**src/sv/windowed_trend_slope_tracker_core_macros.svh**
```systemverilog
// Assertion macros used by the slope tracker sequencer.
`ifndef WINDOWED_TREND_SLOPE_TRACKER_CORE_MACROS_SVH
`define WINDOWED_TREND_SLOPE_TRACKER_CORE_MACROS_SVH
`ifndef SYNTHESIS
// Check a condition at every clock edge out of reset.
`define WTST_ASSERT_ALWAYS(label, expr, msg) \
    label: assert property (@(posedge clk) disable iff (!rst_n) (expr)) else $error(msg);
// Check a consequence in the same cycle as its antecedent.
`define WTST_ASSERT_IMPL(label, ante, cons, msg) \
    label: assert property (@(posedge clk) disable iff (!rst_n) (ante) |-> (cons)) \
        else $error(msg);
// Check a consequence in the cycle after its antecedent.
`define WTST_ASSERT_NEXT(label, ante, cons, msg) \
    label: assert property (@(posedge clk) disable iff (!rst_n) (ante) |=> (cons)) \
        else $error(msg);
`else
`define WTST_ASSERT_ALWAYS(label, expr, msg)
`define WTST_ASSERT_IMPL(label, ante, cons, msg)
`define WTST_ASSERT_NEXT(label, ante, cons, msg)
`endif
`endif

```
**src/sv/wtst_pkg.sv**
```systemverilog
// Shared types, widths and constants of the slope tracker.
package wtst_pkg;

    localparam int HISTORY_DEPTH = 32;
    localparam int PTR_W = $clog2(HISTORY_DEPTH);
    localparam int CNT_W = $clog2(HISTORY_DEPTH + 1);
    localparam int SAMP_W = 16;
    localparam int NUM_CH = 3;
    localparam int CH_W = 2;
    localparam int SY_W = SAMP_W + CNT_W;
    localparam int SXY_W = SAMP_W + 2 * CNT_W;
    localparam int R12_W = CNT_W + 4;
    localparam int LM6_W = 2 * CNT_W + 3;
    localparam int LL_W = 2 * CNT_W;
    localparam int DEN_W = 4 * CNT_W;
    localparam int NUM_W = SXY_W + CNT_W + 6;
    localparam int QB = 18;
    localparam int Q_W = QB + 1;
    localparam int QK_W = $clog2(QB);
    localparam int DIV_W = (NUM_W > DEN_W + QB) ? NUM_W : DEN_W + QB;
    localparam int THR_W = 15;
    localparam logic [THR_W-1:0] THR_RESET = 15'd3277;
    localparam int CNT_OUT_W = 6;
    localparam int MIN_FIT = 2;
    localparam int MIN_SPLIT = 6;
    localparam int MAG_W = 18;
    localparam int RECIP_W = 16;
    localparam logic [RECIP_W-1:0] RECIP5 = 16'd52429;
    localparam int RECIP_SH = 18;

    localparam logic OP_ADD = 1'b0;
    localparam logic OP_CLEAR = 1'b1;

    typedef enum logic [1:0] {
        FIT_FULL,
        FIT_EARLY,
        FIT_LATE
    } fit_grp_t;

    typedef struct packed {
        logic                     op;
        logic signed [SAMP_W-1:0] sample_valence;
        logic signed [SAMP_W-1:0] sample_arousal;
        logic signed [SAMP_W-1:0] sample_dominance;
    } cmd_t;

    typedef struct packed {
        logic signed [SAMP_W-1:0] valence_trend;
        logic signed [SAMP_W-1:0] arousal_trend;
        logic signed [SAMP_W-1:0] dominance_trend;
        logic signed [SAMP_W-1:0] overall_trend;
        logic                     trend_changed;
        logic [CNT_OUT_W-1:0]     sample_count;
    } res_t;

    typedef struct packed {
        logic             mem_we;
        logic [PTR_W-1:0] mem_waddr;
        logic             rd_en;
        logic [PTR_W-1:0] rd_addr;
        logic             acc_clr;
        logic             acc_en;
        logic [CNT_W-1:0] acc_pos;
        logic [CNT_W-1:0] mid;
        fit_grp_t         grp;
        logic [CH_W-1:0]  ch;
        logic [CNT_W-1:0] fit_len;
        logic             fit_a;
        logic             fit_b;
        logic             fit_c;
        logic             div_en;
        logic             div_last;
        logic [QK_W-1:0]  div_k;
        logic             fin1;
        logic             fin2;
        logic             fin3;
        logic             load_out;
        logic [CNT_W-1:0] count;
    } dp_cmd_t;

endpackage

```
**src/sv/wtst_ctrl.sv**
```systemverilog
// Sequencer of the slope tracker: history pointers, scan, fit and division steps.
`include "windowed_trend_slope_tracker_core_macros.svh"
module wtst_ctrl
    import wtst_pkg::*;
(
    input  logic     clk,
    input  logic     rst_n,
    input  logic     cmd_valid,
    output logic     cmd_ready,
    input  logic     cmd_op,
    output logic     res_valid,
    input  logic     res_ready,
    output dp_cmd_t  dpc
);

    typedef enum logic [3:0] {
        S_IDLE,
        S_SCAN,
        S_DRAIN,
        S_FIT_A,
        S_FIT_B,
        S_FIT_C,
        S_DIV,
        S_FIN1,
        S_FIN2,
        S_FIN3,
        S_DONE
    } state_t;

    state_t           state_reg, state_next;
    logic [CNT_W-1:0] cnt_reg, cnt_next;
    logic [PTR_W-1:0] oldest_reg, oldest_next;
    logic [CNT_W-1:0] pos_reg, pos_next;
    logic             acc_v_reg, acc_v_next;
    logic [CNT_W-1:0] acc_pos_reg, acc_pos_next;
    fit_grp_t         grp_reg, grp_next;
    logic [CH_W-1:0]  ch_reg, ch_next;
    logic [QK_W-1:0]  k_reg, k_next;
    logic             res_valid_reg, res_valid_next;

    logic             accept;
    logic             full;
    logic [CNT_W-1:0] mid;
    logic [CNT_W-1:0] cnt_new;

    function automatic logic [PTR_W-1:0] wrap(input logic [PTR_W-1:0] ptr,
                                              input logic [CNT_W-1:0] off);
        logic [CNT_W:0] sum;
        sum = (CNT_W+1)'(ptr) + (CNT_W+1)'(off);
        if (sum >= (CNT_W+1)'(HISTORY_DEPTH))
        begin
            sum = sum - (CNT_W+1)'(HISTORY_DEPTH);
        end
        return sum[PTR_W-1:0];
    endfunction

    assign cmd_ready = (state_reg == S_IDLE);
    assign accept    = cmd_valid && cmd_ready;
    assign full      = (cnt_reg == CNT_W'(HISTORY_DEPTH));
    assign mid       = cnt_reg >> 1;
    assign res_valid = res_valid_reg;

    always_comb
    begin
        state_next     = state_reg;
        cnt_next       = cnt_reg;
        oldest_next    = oldest_reg;
        pos_next       = pos_reg;
        acc_v_next     = 1'b0;
        acc_pos_next   = pos_reg;
        grp_next       = grp_reg;
        ch_next        = ch_reg;
        k_next         = k_reg;
        res_valid_next = res_valid_reg && !res_ready;
        cnt_new        = cnt_reg;

        dpc           = '0;
        dpc.mem_waddr = full ? oldest_reg : wrap(oldest_reg, cnt_reg);
        dpc.rd_addr   = wrap(oldest_reg, pos_reg);
        dpc.acc_en    = acc_v_reg;
        dpc.acc_pos   = acc_pos_reg;
        dpc.mid       = mid;
        dpc.grp       = grp_reg;
        dpc.ch        = ch_reg;
        dpc.div_k     = k_reg;
        dpc.count     = cnt_reg;
        case (grp_reg)
            FIT_EARLY: dpc.fit_len = mid;
            FIT_LATE:  dpc.fit_len = cnt_reg - mid;
            default:   dpc.fit_len = cnt_reg;
        endcase

        unique case (state_reg)
            S_IDLE:
            begin
                if (accept)
                begin
                    dpc.acc_clr = 1'b1;
                    if (cmd_op == OP_CLEAR)
                    begin
                        cnt_new     = '0;
                        oldest_next = '0;
                    end
                    else
                    begin
                        dpc.mem_we = 1'b1;
                        if (full)
                        begin
                            oldest_next = wrap(oldest_reg, CNT_W'(1));
                        end
                        else
                        begin
                            cnt_new = cnt_reg + 1'b1;
                        end
                    end
                    cnt_next   = cnt_new;
                    pos_next   = '0;
                    grp_next   = FIT_FULL;
                    ch_next    = '0;
                    state_next = (cnt_new < CNT_W'(MIN_FIT)) ? S_FIN1 : S_SCAN;
                end
            end
            S_SCAN:
            begin
                dpc.rd_en  = 1'b1;
                acc_v_next = 1'b1;
                if (pos_reg == cnt_reg - 1'b1)
                begin
                    state_next = S_DRAIN;
                end
                else
                begin
                    pos_next = pos_reg + 1'b1;
                end
            end
            S_DRAIN:
            begin
                state_next = S_FIT_A;
            end
            S_FIT_A:
            begin
                dpc.fit_a  = 1'b1;
                state_next = S_FIT_B;
            end
            S_FIT_B:
            begin
                dpc.fit_b  = 1'b1;
                state_next = S_FIT_C;
            end
            S_FIT_C:
            begin
                dpc.fit_c  = 1'b1;
                k_next     = QK_W'(QB - 1);
                state_next = S_DIV;
            end
            S_DIV:
            begin
                dpc.div_en = 1'b1;
                if (k_reg == '0)
                begin
                    dpc.div_last = 1'b1;
                    state_next   = S_FIT_A;
                    if (ch_reg == CH_W'(NUM_CH - 1))
                    begin
                        ch_next = '0;
                        if ((grp_reg == FIT_LATE) ||
                            (grp_reg == FIT_FULL && cnt_reg < CNT_W'(MIN_SPLIT)))
                        begin
                            state_next = S_FIN1;
                        end
                        else
                        begin
                            grp_next = (grp_reg == FIT_FULL) ? FIT_EARLY : FIT_LATE;
                        end
                    end
                    else
                    begin
                        ch_next = ch_reg + 1'b1;
                    end
                end
                else
                begin
                    k_next = k_reg - 1'b1;
                end
            end
            S_FIN1:
            begin
                dpc.fin1   = 1'b1;
                state_next = S_FIN2;
            end
            S_FIN2:
            begin
                dpc.fin2   = 1'b1;
                state_next = S_FIN3;
            end
            S_FIN3:
            begin
                dpc.fin3   = 1'b1;
                state_next = S_DONE;
            end
            S_DONE:
            begin
                if (!res_valid_reg || res_ready)
                begin
                    dpc.load_out   = 1'b1;
                    res_valid_next = 1'b1;
                    state_next     = S_IDLE;
                end
            end
            default:
            begin
                state_next = S_IDLE;
            end
        endcase
    end

    always_ff @(posedge clk or negedge rst_n)
    begin
        if (!rst_n)
        begin
            state_reg     <= S_IDLE;
            cnt_reg       <= '0;
            oldest_reg    <= '0;
            pos_reg       <= '0;
            acc_v_reg     <= 1'b0;
            acc_pos_reg   <= '0;
            grp_reg       <= FIT_FULL;
            ch_reg        <= '0;
            k_reg         <= '0;
            res_valid_reg <= 1'b0;
        end
        else
        begin
            state_reg     <= state_next;
            cnt_reg       <= cnt_next;
            oldest_reg    <= oldest_next;
            pos_reg       <= pos_next;
            acc_v_reg     <= acc_v_next;
            acc_pos_reg   <= acc_pos_next;
            grp_reg       <= grp_next;
            ch_reg        <= ch_next;
            k_reg         <= k_next;
            res_valid_reg <= res_valid_next;
        end
    end

    `WTST_ASSERT_ALWAYS(a_count_in_range, cnt_reg <= CNT_W'(HISTORY_DEPTH), "count beyond depth")
    `WTST_ASSERT_IMPL(a_oldest_moves_when_full, oldest_reg != '0, full, "oldest moved early")
    `WTST_ASSERT_NEXT(a_clear_empties, accept && cmd_op == OP_CLEAR, cnt_reg == '0, "clear kept samples")
    `WTST_ASSERT_IMPL(a_scan_in_window, state_reg == S_SCAN, pos_reg < cnt_reg, "scan past count")

endmodule

```
**config.mk**
```make
export PLATFORM = sky130hd
export DESIGN_NAME = wtst_ctrl
export DESIGN_NICKNAME = d
export VERILOG_FILES = /design/src/sv/wtst_pkg.sv /design/src/sv/wtst_ctrl.sv
export VERILOG_INCLUDE_DIRS = /design/src /design/src/sv
export SDC_FILE = /design/constraint.sdc
export NUM_CORES = 1
export LEC_CHECK = 0
export BUFFER_PORTS_ARGS = -buffer_cell sky130_fd_sc_hd__clkbuf_2
export CORE_ASPECT_RATIO = 1.4
export CORE_MARGIN = 2
export CORE_UTILIZATION = 41
export CTS_CLUSTER_DIAMETER = 30
export CTS_CLUSTER_SIZE = 25
export DETAILED_ROUTE_END_ITERATION = 8
export GPL_TIMING_DRIVEN = 0
export MAX_ROUTING_LAYER = met4
export RECOVER_POWER = 25
export REMOVE_ABC_BUFFERS = 1
export SYNTH_ARGS = -nofsm -noshare
export SYNTH_HDL_FRONTEND = slang
export SYNTH_SLANG_ARGS = --single-unit
```
**constraint.sdc**
```tcl
create_clock -name clk -period 2.87 [get_ports clk]
set_input_delay 0.287 -clock clk [delete_from_list [all_inputs] [get_ports clk]]
set_output_delay 0.287 -clock clk [all_outputs]
set_load 0.02 [all_outputs]
```
==> results.tsv, run 1 <==
metric	value	unit
status	complete, but fails checks	
violated checks	capacitance limit, slew limit	
YS warnings	0	
Starting Density	42.6	%
First-pass DRT Iterations	5	
largest net degree at the start of global routing	39	
Core ar.	0.00698	mm^2
Max Cap Viol	1	
vias per cell	5.32	
critical path's slowest cell	dfrtp_1	
Clock transition at path regs	0.08	ns
register-to-register setup slack	0.22	ns
gr ovfl total	0	
number of I/O port buffers	61	
pwr dens	909	mW/mm^2
hold buffers post-CTS	0	
Worst Skew	0.00536	ns
Root Buffer	clkbuf_8	
Util after Layout	48.5	%
initial antenna violation count	0	
total track usage	18.5	%
synth top area cells	dfrtp_1 32%, ha_1 13%, a21oi_1 4.2%	
critical path type	reg2out	
most numerous cell in the Yosys netlist	dfrtp_1	
placed cell area	0.00325	mm^2
cts bufs inserted	5	
Post-synth EDFFs	0	
Total Wirelength	6860	um
# H-tree levels	2	
Worst EP required	2.58	ns
Slew @ Worst Pin	2.08	ns
Clock Latency Late Sink	0.30	ns
crit share post-route	93.1	%
row count	36	
P_leak	1.64	nW
area of the multi-input gates	0.00179	mm^2
DRT antenna net count	0	
Detailed Route Iter0 Violations	135	
Max-slew headroom	-38.9	%
Register Area	958	um^2
TritonCTS clock tree	done	
crit path max fanout	21	
# Post-CTS Setup Buffers	0	
dpl ws	-0.232	ns
CTS sink cnt	38	
Max rail drop VDD	0.431	mV
Netlist cell types	57	
drt wl/cell	14.5	um
clock tree buffer depth	2	
Layout area overhead	14.0	%
Slew Viols, Final	39	
Nets	418	
unrepaired setup endpoints after global routing	no	
hpwl dp	5030	um
ANT cells	0	
DR vias	2521	
synthesis-stage register bit count	38	
worst path cell trace	nor4_4, nand2_4, clkinv_1, nand2b_1, inv_1, clkbuf_2	
Top-Level Pins	63	
Setup crit end kind	primary output	
kind of start point of the critical path	flip-flop	
Die Span Y	105	um
vias in the first global route	2413	
routability cong.	0.760	
worst hold path class	in2reg	
Primary FF master, synth	dfrtp_1	
chip width	76.0	um
CP arrival	2.39	ns
Avg Inst Size Synth	8.88	um^2
design area	0.00339	mm^2
fmax	374	MHz
Hold Vio Cnt, Final	0	
smallest setup slack after layout	0.197	ns
Yosys top cell area share	32.0	%
final setup fails	0	
cell area after synthesis	0.00297	mm^2
list of most frequent post-synthesis cells	38 x dfrtp_1, 32 x ha_1, 26 x inv_1	
Synth area leader	dfrtp_1	
Seq/Total Area, Yosys	32.0	%
layout cells sized above 1	21.9	%
first-pass GRT wire length	11700	um
CP max stage delay	0.54	ns
Syn Inst Count	335	
FFs w/ async S/R, synth	100	%
Filler cells	692	
residual DRC count	0	
Die ar.	0.00796	mm^2
min cycle time layout	2.67	ns
post-cts sizing count	3	
-- metrics by stage --
stage               setup TNS, ns  total power [mW]  hold slack [ns]  cells
floorplan                       0              2.09         -0.00859    310
global placement           -0.366              2.57            0.469    466
detailed placement         -0.485              2.60            0.458    466
CTS                             0              3.09            0.167    474
global route                    0              3.35            0.282    474
finish                          0              3.08            0.270    474
-- cells in the final DEF, fill, tap and decap left out, drive strengths merged, types with 3 or more instances in the layout --
cell and n:
nand3 11, ha 32, xnor2 11, clkbuf 66
inv 26, fa 3, o31ai 7, nor2 18
nand2b 6, o21ai 27, nand3b 3, a21o 5
o21bai 3, nor4 3, and2 3, dfrtp 38
a22oi 5, nand2 22, nor3 10, nand4 4
a21oi 25, nor2b 5, xor2 12
-- path summary, 6_finish.rpt --
kind	start	endpoint	cells past startpoint
hold / removal	res_ready	res_valid	3
hold reg to reg	acc_pos_next[5]	acc_pos_reg[5]	0
setup reg to reg	cnt_reg[2]	acc_pos_next[5]	8
min in group asynchronous	rst_n	k_reg[3]	1
max in group asynchronous	rst_n	cnt_reg[2]	1
setup / recovery	state_reg[0]	dpc[55]	6
-- layer usage --
metal  up-vias  global-route usage, %  routed length [um]
met5         -                      -                   0
met4         0                   5.97                 113
met3        10                   2.94                 198
met2        46                   31.4                3500
met1      1218                   22.5                3050
li1       1247                      -                   -
-- logic make-up (layout without fill, tap and decap cells) --
family	after synthesis	after routing	synth area share, %
buf+inv	52	96	8.46
fa+ha+maj	35	35	15.5
flops	38	38	32.0
xor+xnor	23	23	7.03
other cells	1	1	0.126
mux	1	1	0.505
simple gates	96	96	18.0
compound gates	89	89	18.4
-- critical path, delay by kind of cell (launching register included) --
family                 cells  cell delay (ns)
DFF                        1             0.54
and+or+nand+nor            3             0.95
buffers and inverters      3             0.59
-- area by class of cell --
| class | count | share of cell area (%) |
|---|---|---|
| timing repair buffer | 61 | 8.97 |
| clock inverter | 3 | 1.33 |
| tap | 95 | 3.51 |
| sequential | 38 | 28.3 |
| inverter | 27 | 2.99 |
| clock buffer | 5 | 2.03 |
| multi-input combinational | 245 | 52.9 |
-- where the power goes --
| part | internal [mW] | leakage (nW) | switching, mW | total (mW) |
|---|---|---|---|---|
| logic | 0.630 | 1.09 | 1.02 | 1.65 |
| registers | 0.684 | 0.496 | 0.285 | 0.969 |
| clock network | 0.259 | 0.0504 | 0.209 | 0.468 |
| total | 1.57 | 1.64 | 1.51 | 3.08 |
No activity file was read; power rests on OpenSTA's default activity.
==> run 2: changes to the inputs <==
--- a/config.mk
+++ b/config.mk
@@ -6,13 +6,14 @@
 export SDC_FILE = /design/constraint.sdc
 export NUM_CORES = 1
 export LEC_CHECK = 0
-export BUFFER_PORTS_ARGS = -buffer_cell sky130_fd_sc_hd__clkbuf_2
+export CAP_MARGIN = 20
 export CORE_ASPECT_RATIO = 1.4
 export CORE_MARGIN = 2
 export CORE_UTILIZATION = 41
 export CTS_CLUSTER_DIAMETER = 30
 export CTS_CLUSTER_SIZE = 25
 export DETAILED_ROUTE_END_ITERATION = 8
+export DONT_BUFFER_PORTS = 1
 export GPL_TIMING_DRIVEN = 0
 export MAX_ROUTING_LAYER = met4
 export RECOVER_POWER = 25
==> run 2 against run 1 <==
  * The flow now finishes without violations
  * First-iteration DRC count decreased by 20%
  * Clock power decreased by 18%
  * Register-to-register slack got worse by 0.06 ns
  * Highest routed layer unchanged
  * Clock skew increased by 0.0046 ns
  * Non-clock buffer count decreased by 54
  * Combinational power decreased by 16%
  * Global-route usage decreased by 0.67 points
  * Sequential power increased by 15%
  * Die area unchanged
  * Critical endpoint is now acc_pos_next[5]
==> results.tsv, run 2 (same netlist as run 1, synthesis figures left out) <==
metric	value	unit
kind of start point of the critical path	flip-flop	
residual DRC count	0	
Slew @ Worst Pin	0.774	ns
worst r2r src	cnt_reg[1]	
Hold Vio Cnt, Final	0	
Clock transition at path regs	0.07	ns
largest net degree at the start of global routing	39	
register-to-register setup slack	0.16	ns
cts bufs inserted	5	
hpwl dp	4830	um
initial antenna violation count	0	
# H-tree levels	2	
commonest non-fill, non-tap cell in the layout	dfrtp_1	
drt wl/cell	16.5	um
status	finished clean	
CP max stage delay	0.59	ns
Starting Density	42.6	%
gr ovfl total	0	
crit share post-route	94.6	%
Max-slew headroom	48.0	%
total track usage	17.8	%
critical path's slowest cell	dfrtp_4	
Core ar.	0.00698	mm^2
crit path max fanout	14	
DR vias	2342	
Util after Layout	45.4	%
first-pass GRT wire length	11300	um
CP dominant cell by count	a21oi_1	
critical path type	reg2reg	
Layout area overhead	6.48	%
Total Wirelength	6930	um
commonest non-fill, non-tap cells in the layout	33 x dfrtp_1, 32 x ha_1, 26 x inv_1, 24 x a21oi_1, 23 x o21ai_0	
Worst Skew	0.00996	ns
min cycle time layout	2.71	ns
pwr dens	908	mW/mm^2
Worst EP required	3.09	ns
worst hold path depth	1	
Setup crit end kind	flip-flop	
unrepaired setup endpoints after global routing	no	
fmax	368	MHz
hold endpoint	cnt_reg[2]	
worst hold path class	in2reg	
Max Cap Viol	0	
row count	36	
First-pass DRT Iterations	4	
CTS sink cnt	38	
Root Buffer	clkbuf_8	
worst path cell trace	inv_1, ha_1, a21boi_1, a21oi_1, o2111ai_1, o21ai_4, or4_1, a21oi_1	
number of I/O port buffers	0	
Final Total Pwr	2.88	mW
clock tree buffer depth	2	
Top delay family on crit path	compound AO/OA/AOI/OAI gates	
Filler cells	700	
final setup fails	0	
chip width	76.0	um
Clock Latency Late Sink	0.29	ns
TritonCTS clock tree	done	
CP arrival	2.93	ns
Slew Viols, Final	0	
worst r2r dst	acc_pos_next[5]	
CP bufs+invs	1	
Nets	365	
routability cong.	0.786	
Die ar.	0.00796	mm^2
ANT cells	0	
vias in the first global route	2304	
Max rail drop VDD	0.469	mV
Detailed Route Iter0 Violations	108	
layout cells sized above 1	10.4	%
Hold Crit Start	cmd_op	
Die Span Y	105	um
worst reg-to-reg path cell count	8	
Top-Level Pins	63	
P_leak	1.41	nW
DRT antenna net count	0	
vias per cell	5.56	
run 2: changes by cell type in the layout (fill, tap and decap cells not counted), sizes merged:
cell         before  now
nand2            22   23
inv              26   27
dlygate4sd3       0    1
buf               0    6
bufinv            1    0
clkbuf           66    7
clkinvlp          2    0
run 2: area by class of cell:
| class | count | area (um^2) | share of cell area [%] |
|---|---|---|---|
| Inverter | 27 | 104 | 3.28 |
| Sequential cell | 38 | 965 | 30.5 |
| Timing Repair Buffer | 7 | 65.1 | 2.05 |
| Tap cell | 95 | 119 | 3.75 |
| Multi-Input combinational cell | 246 | 1820 | 57.6 |
| Clock buffer | 7 | 86.3 | 2.73 |
| Clock inverter | 1 | 5.00 | 0.158 |
run 2: worst max-delay path by stage:
stage | from | to | cells past startpoint
global route | cnt_reg[1] | state_reg[2] | 8
detailed placement | cnt_reg[2] | state_reg[2] | 8
finish | cnt_reg[1] | acc_pos_next[5] | 8
CTS | cnt_reg[1] | state_reg[1] | 8
floorplan | cnt_reg[2] | state_reg[2] | 8
global placement | cnt_reg[2] | state_reg[2] | 8
run 2: what timing repair did:
item	in CTS	in global routing
resized for setup	11	8
endpoints found under the setup margin	23	7
gates cloned	0	1
endpoints found under the hold margin	38	0
hold buffers	2	0
pin swaps	1	3
buffers inserted	0	5
run 2: where the power goes:
| part | switching (mW) | total [mW] | internal, mW | leakage [nW] |
|---|---|---|---|---|
| combinational | 0.858 | 1.38 | 0.522 | 0.871 |
| clock | 0.190 | 0.383 | 0.194 | 0.0482 |
| sequential | 0.425 | 1.11 | 0.687 | 0.494 |
run 2: through the flow:
stage	worst slack (ns)	setup TNS [ns]	std cells	hold slack [ns]	instance area, um^2
final	0.155	0	421	0.0752	3170
after floorplan	0.0680	0	310	-0.00859	2820
after CTS	0.00923	0	415	0.0703	3090
after global placement	-0.487	-2.23	405	-0.00745	2940
after detailed placement	-0.516	-2.52	405	-0.00743	2940
after global routing	0.00624	0	421	0.0683	3170
run 2: metal layers:
layer | wire, um | track usage [%] | share of wire (%) | vias up
li1 | - | - | - | 1143
met1 | 2910 | 19.6 | 42 | 1131
met2 | 3550 | 32.5 | 51 | 56
met3 | 360 | 4.23 | 5.2 | 12
met4 | 112 | 4.03 | 1.6 | 0
met5 | 0 | - | 0 | -
==> run 3: changes to the inputs <==
--- a/config.mk
+++ b/config.mk
@@ -6,6 +6,7 @@
 export SDC_FILE = /design/constraint.sdc
 export NUM_CORES = 1
 export LEC_CHECK = 0
+export BUFFER_PORTS_ARGS = -buffer_cell sky130_fd_sc_hd__clkbuf_2
 export CAP_MARGIN = 20
 export CORE_ASPECT_RATIO = 1.4
 export CORE_MARGIN = 2
@@ -13,7 +14,6 @@
 export CTS_CLUSTER_DIAMETER = 30
 export CTS_CLUSTER_SIZE = 25
 export DETAILED_ROUTE_END_ITERATION = 8
-export DONT_BUFFER_PORTS = 1
 export GPL_TIMING_DRIVEN = 0
 export MAX_ROUTING_LAYER = met4
 export RECOVER_POWER = 25
==> constraint.sdc (replaced) <==
create_clock -name clk -period 3.1 [get_ports clk]
set_input_delay 0.31 -clock clk [delete_from_list [all_inputs] [get_ports clk]]
set_output_delay 0.31 -clock clk [all_outputs]
set_load 0.05 [all_outputs]
==> run 3 against run 2 <==
  * The flow now finishes with violations (capacitance limit, slew limit)
  * Register-to-register slack gained 0.18 ns
  * Worst setup slack improved by 0.10 ns
  * Critical path depth grew 1
  * Die area stayed put
  * Highest routed layer unchanged
==> results.tsv, run 3 (same netlist as run 1, synthesis figures left out) <==
metric	value	unit
status	complete, but fails checks	
violated checks	capacitance limit, slew limit	
initial antenna violation count	0	
Top-Level Pins	63	
final setup fails	0	
design area	0.00339	mm^2
min cycle time layout	2.84	ns
Total Wirelength	6890	um
layout cells sized above 1	21.8	%
clock power share	13.0	%
combinational share of power	60.1	%
CP bufs+invs	3	
number of I/O port buffers	61	
fmax	352	MHz
vias in the first global route	2413	
Worst Skew	0.00346	ns
Core ar.	0.00698	mm^2
# Post-CTS Setup Buffers	0	
TritonCTS clock tree	done	
Filler cells	691	
largest net degree at the start of global routing	39	
Sum Neg Setup Slack	0	ns
DR vias	2527	
Layout area overhead	14.1	%
Nets	420	
P_leak	1.64	nW
Setup crit end kind	primary output	
worst hold path class	in2reg	
row count	36	
total track usage	18.5	%
Util after Layout	48.6	%
Register Area	956	um^2
drt wl/cell	14.5	um
pwr dens	978	mW/mm^2
critical path type	reg2out	
crit share post-route	91.7	%
Max-slew headroom	-4.85	%
vias per cell	5.31	
Die Span Y	105	um
worst path cell trace	inv_1, ha_1, inv_1, a21oi_1, o21bai_1, a21oi_1, nand4_1, o221ai_1, clkbuf_2	
Slew @ Worst Pin	1.57	ns
cts bufs inserted	5	
Worst EP required	2.79	ns
# H-tree levels	2	
Final Total Pwr	3.32	mW
CP max stage delay	0.59	ns
commonest non-fill, non-tap cells in the layout	60 x clkbuf_2, 34 x dfrtp_1, 32 x ha_1, 26 x inv_1, 25 x a21oi_1	
Clock Latency Late Sink	0.30	ns
Starting Density	42.6	%
Sequential Power Share	27.0	%
area of the multi-input gates	0.00178	mm^2
Hold Vio Cnt, Final	0	
Top delay family on crit path	flip-flops	
crit path max fanout	15	
chip width	76.0	um
kind of start point of the critical path	flip-flop	
NetSw	1.87	mW
DRT antenna net count	0	
unrepaired setup endpoints after global routing	no	
Max Cap Viol	1	
Clock transition at path regs	0.08	ns
critical path's slowest cell	dfrtp_2	
Root Buffer	clkbuf_8	
clock tree buffer depth	2	
Die ar.	0.00796	mm^2
Max rail drop VDD	0.510	mV
Internal	1.45	mW
Slew Viols, Final	30	
First-pass DRT Iterations	7	
commonest non-fill, non-tap cell in the layout	clkbuf_2	
ANT cells	0	
routability cong.	0.760	
gr ovfl total	0	
residual DRC count	0	
hpwl dp	5030	um
first-pass GRT wire length	11700	um
Detailed Route Iter0 Violations	166	
CP arrival	2.53	ns
Sw Ratio	56.4	%
placed cell area	0.00325	mm^2
CTS sink cnt	38	
## run 3: tightest hold or removal path, stage by stage
cell and delay [ns]:
clkbuf_2 0.07, nand2b_1 0.12, nand2_1 0.05
## run 3: metrics by stage
stage / cells / hold slack [ns] / worst slack [ns]
finish: 476 / 0.294 / 0.256
global route: 476 / 0.305 / 0.0300
CTS: 474 / 0.190 / 0.131
detailed placement: 466 / 0.458 / -0.00181
global placement: 466 / 0.469 / 0.0385
floorplan: 310 / 0.0144 / -0.412
## run 3: per-layer routing
metal  vias to the layer above  routed length [um]  track usage [%]
met5                         -                   0                -
met4                         0                 132             5.97
met3                        12                 195             2.94
met2                        43                3490             31.4
met1                      1224                3060             22.5
li1                       1248                   -                -
## run 3: area by class of cell
class	count	share of cell area, %
Inverter	27	2.99
Clock buffer	5	2.03
Clock inverter	3	1.33
Multi-Input combinational cell	245	52.6
Sequential cell	38	28.2
Tap cell	95	3.50
Timing Repair Buffer	63	9.37
## run 3: final timing paths
| path | from | end | slack, ns | cells after the start |
|---|---|---|---|---|
| setup / recovery | cnt_reg[2] | dpc[25] | 0.26 | 9 |
| hold / removal | res_ready | res_valid | 0.29 | 3 |
| setup reg to reg | cnt_reg[2] | state_reg[2] | 0.34 | 8 |
| hold reg to reg | acc_pos_next[5] | acc_pos_reg[5] | 0.47 | 0 |
| max in group asynchronous | rst_n | cnt_reg[0] | 0.62 | 3 |
| min in group asynchronous | rst_n | k_reg[1] | 0.52 | 2 |
## run 3: repair_timing
| action | in CTS | in global routing |
|---|---|---|
| endpoints found under the setup margin | 4 | 4 |
| hold endpoints to repair | 0 | 9 |
| hold buffers | 0 | 1 |
| resized for setup | 3 | 4 |
| gates cloned | 0 | 0 |
## run 3: power groups by stage
stage | Combinational, mW | Sequential (mW) | Clock (mW)
after global routing | 2.18 | 0.928 | 0.466
after detailed placement | 1.99 | 0.901 | 0
after CTS | 2.01 | 0.893 | 0.445
final | 1.99 | 0.895 | 0.430
after floorplan | 1.26 | 1.16 | 0
after global placement | 1.97 | 0.898 | 0
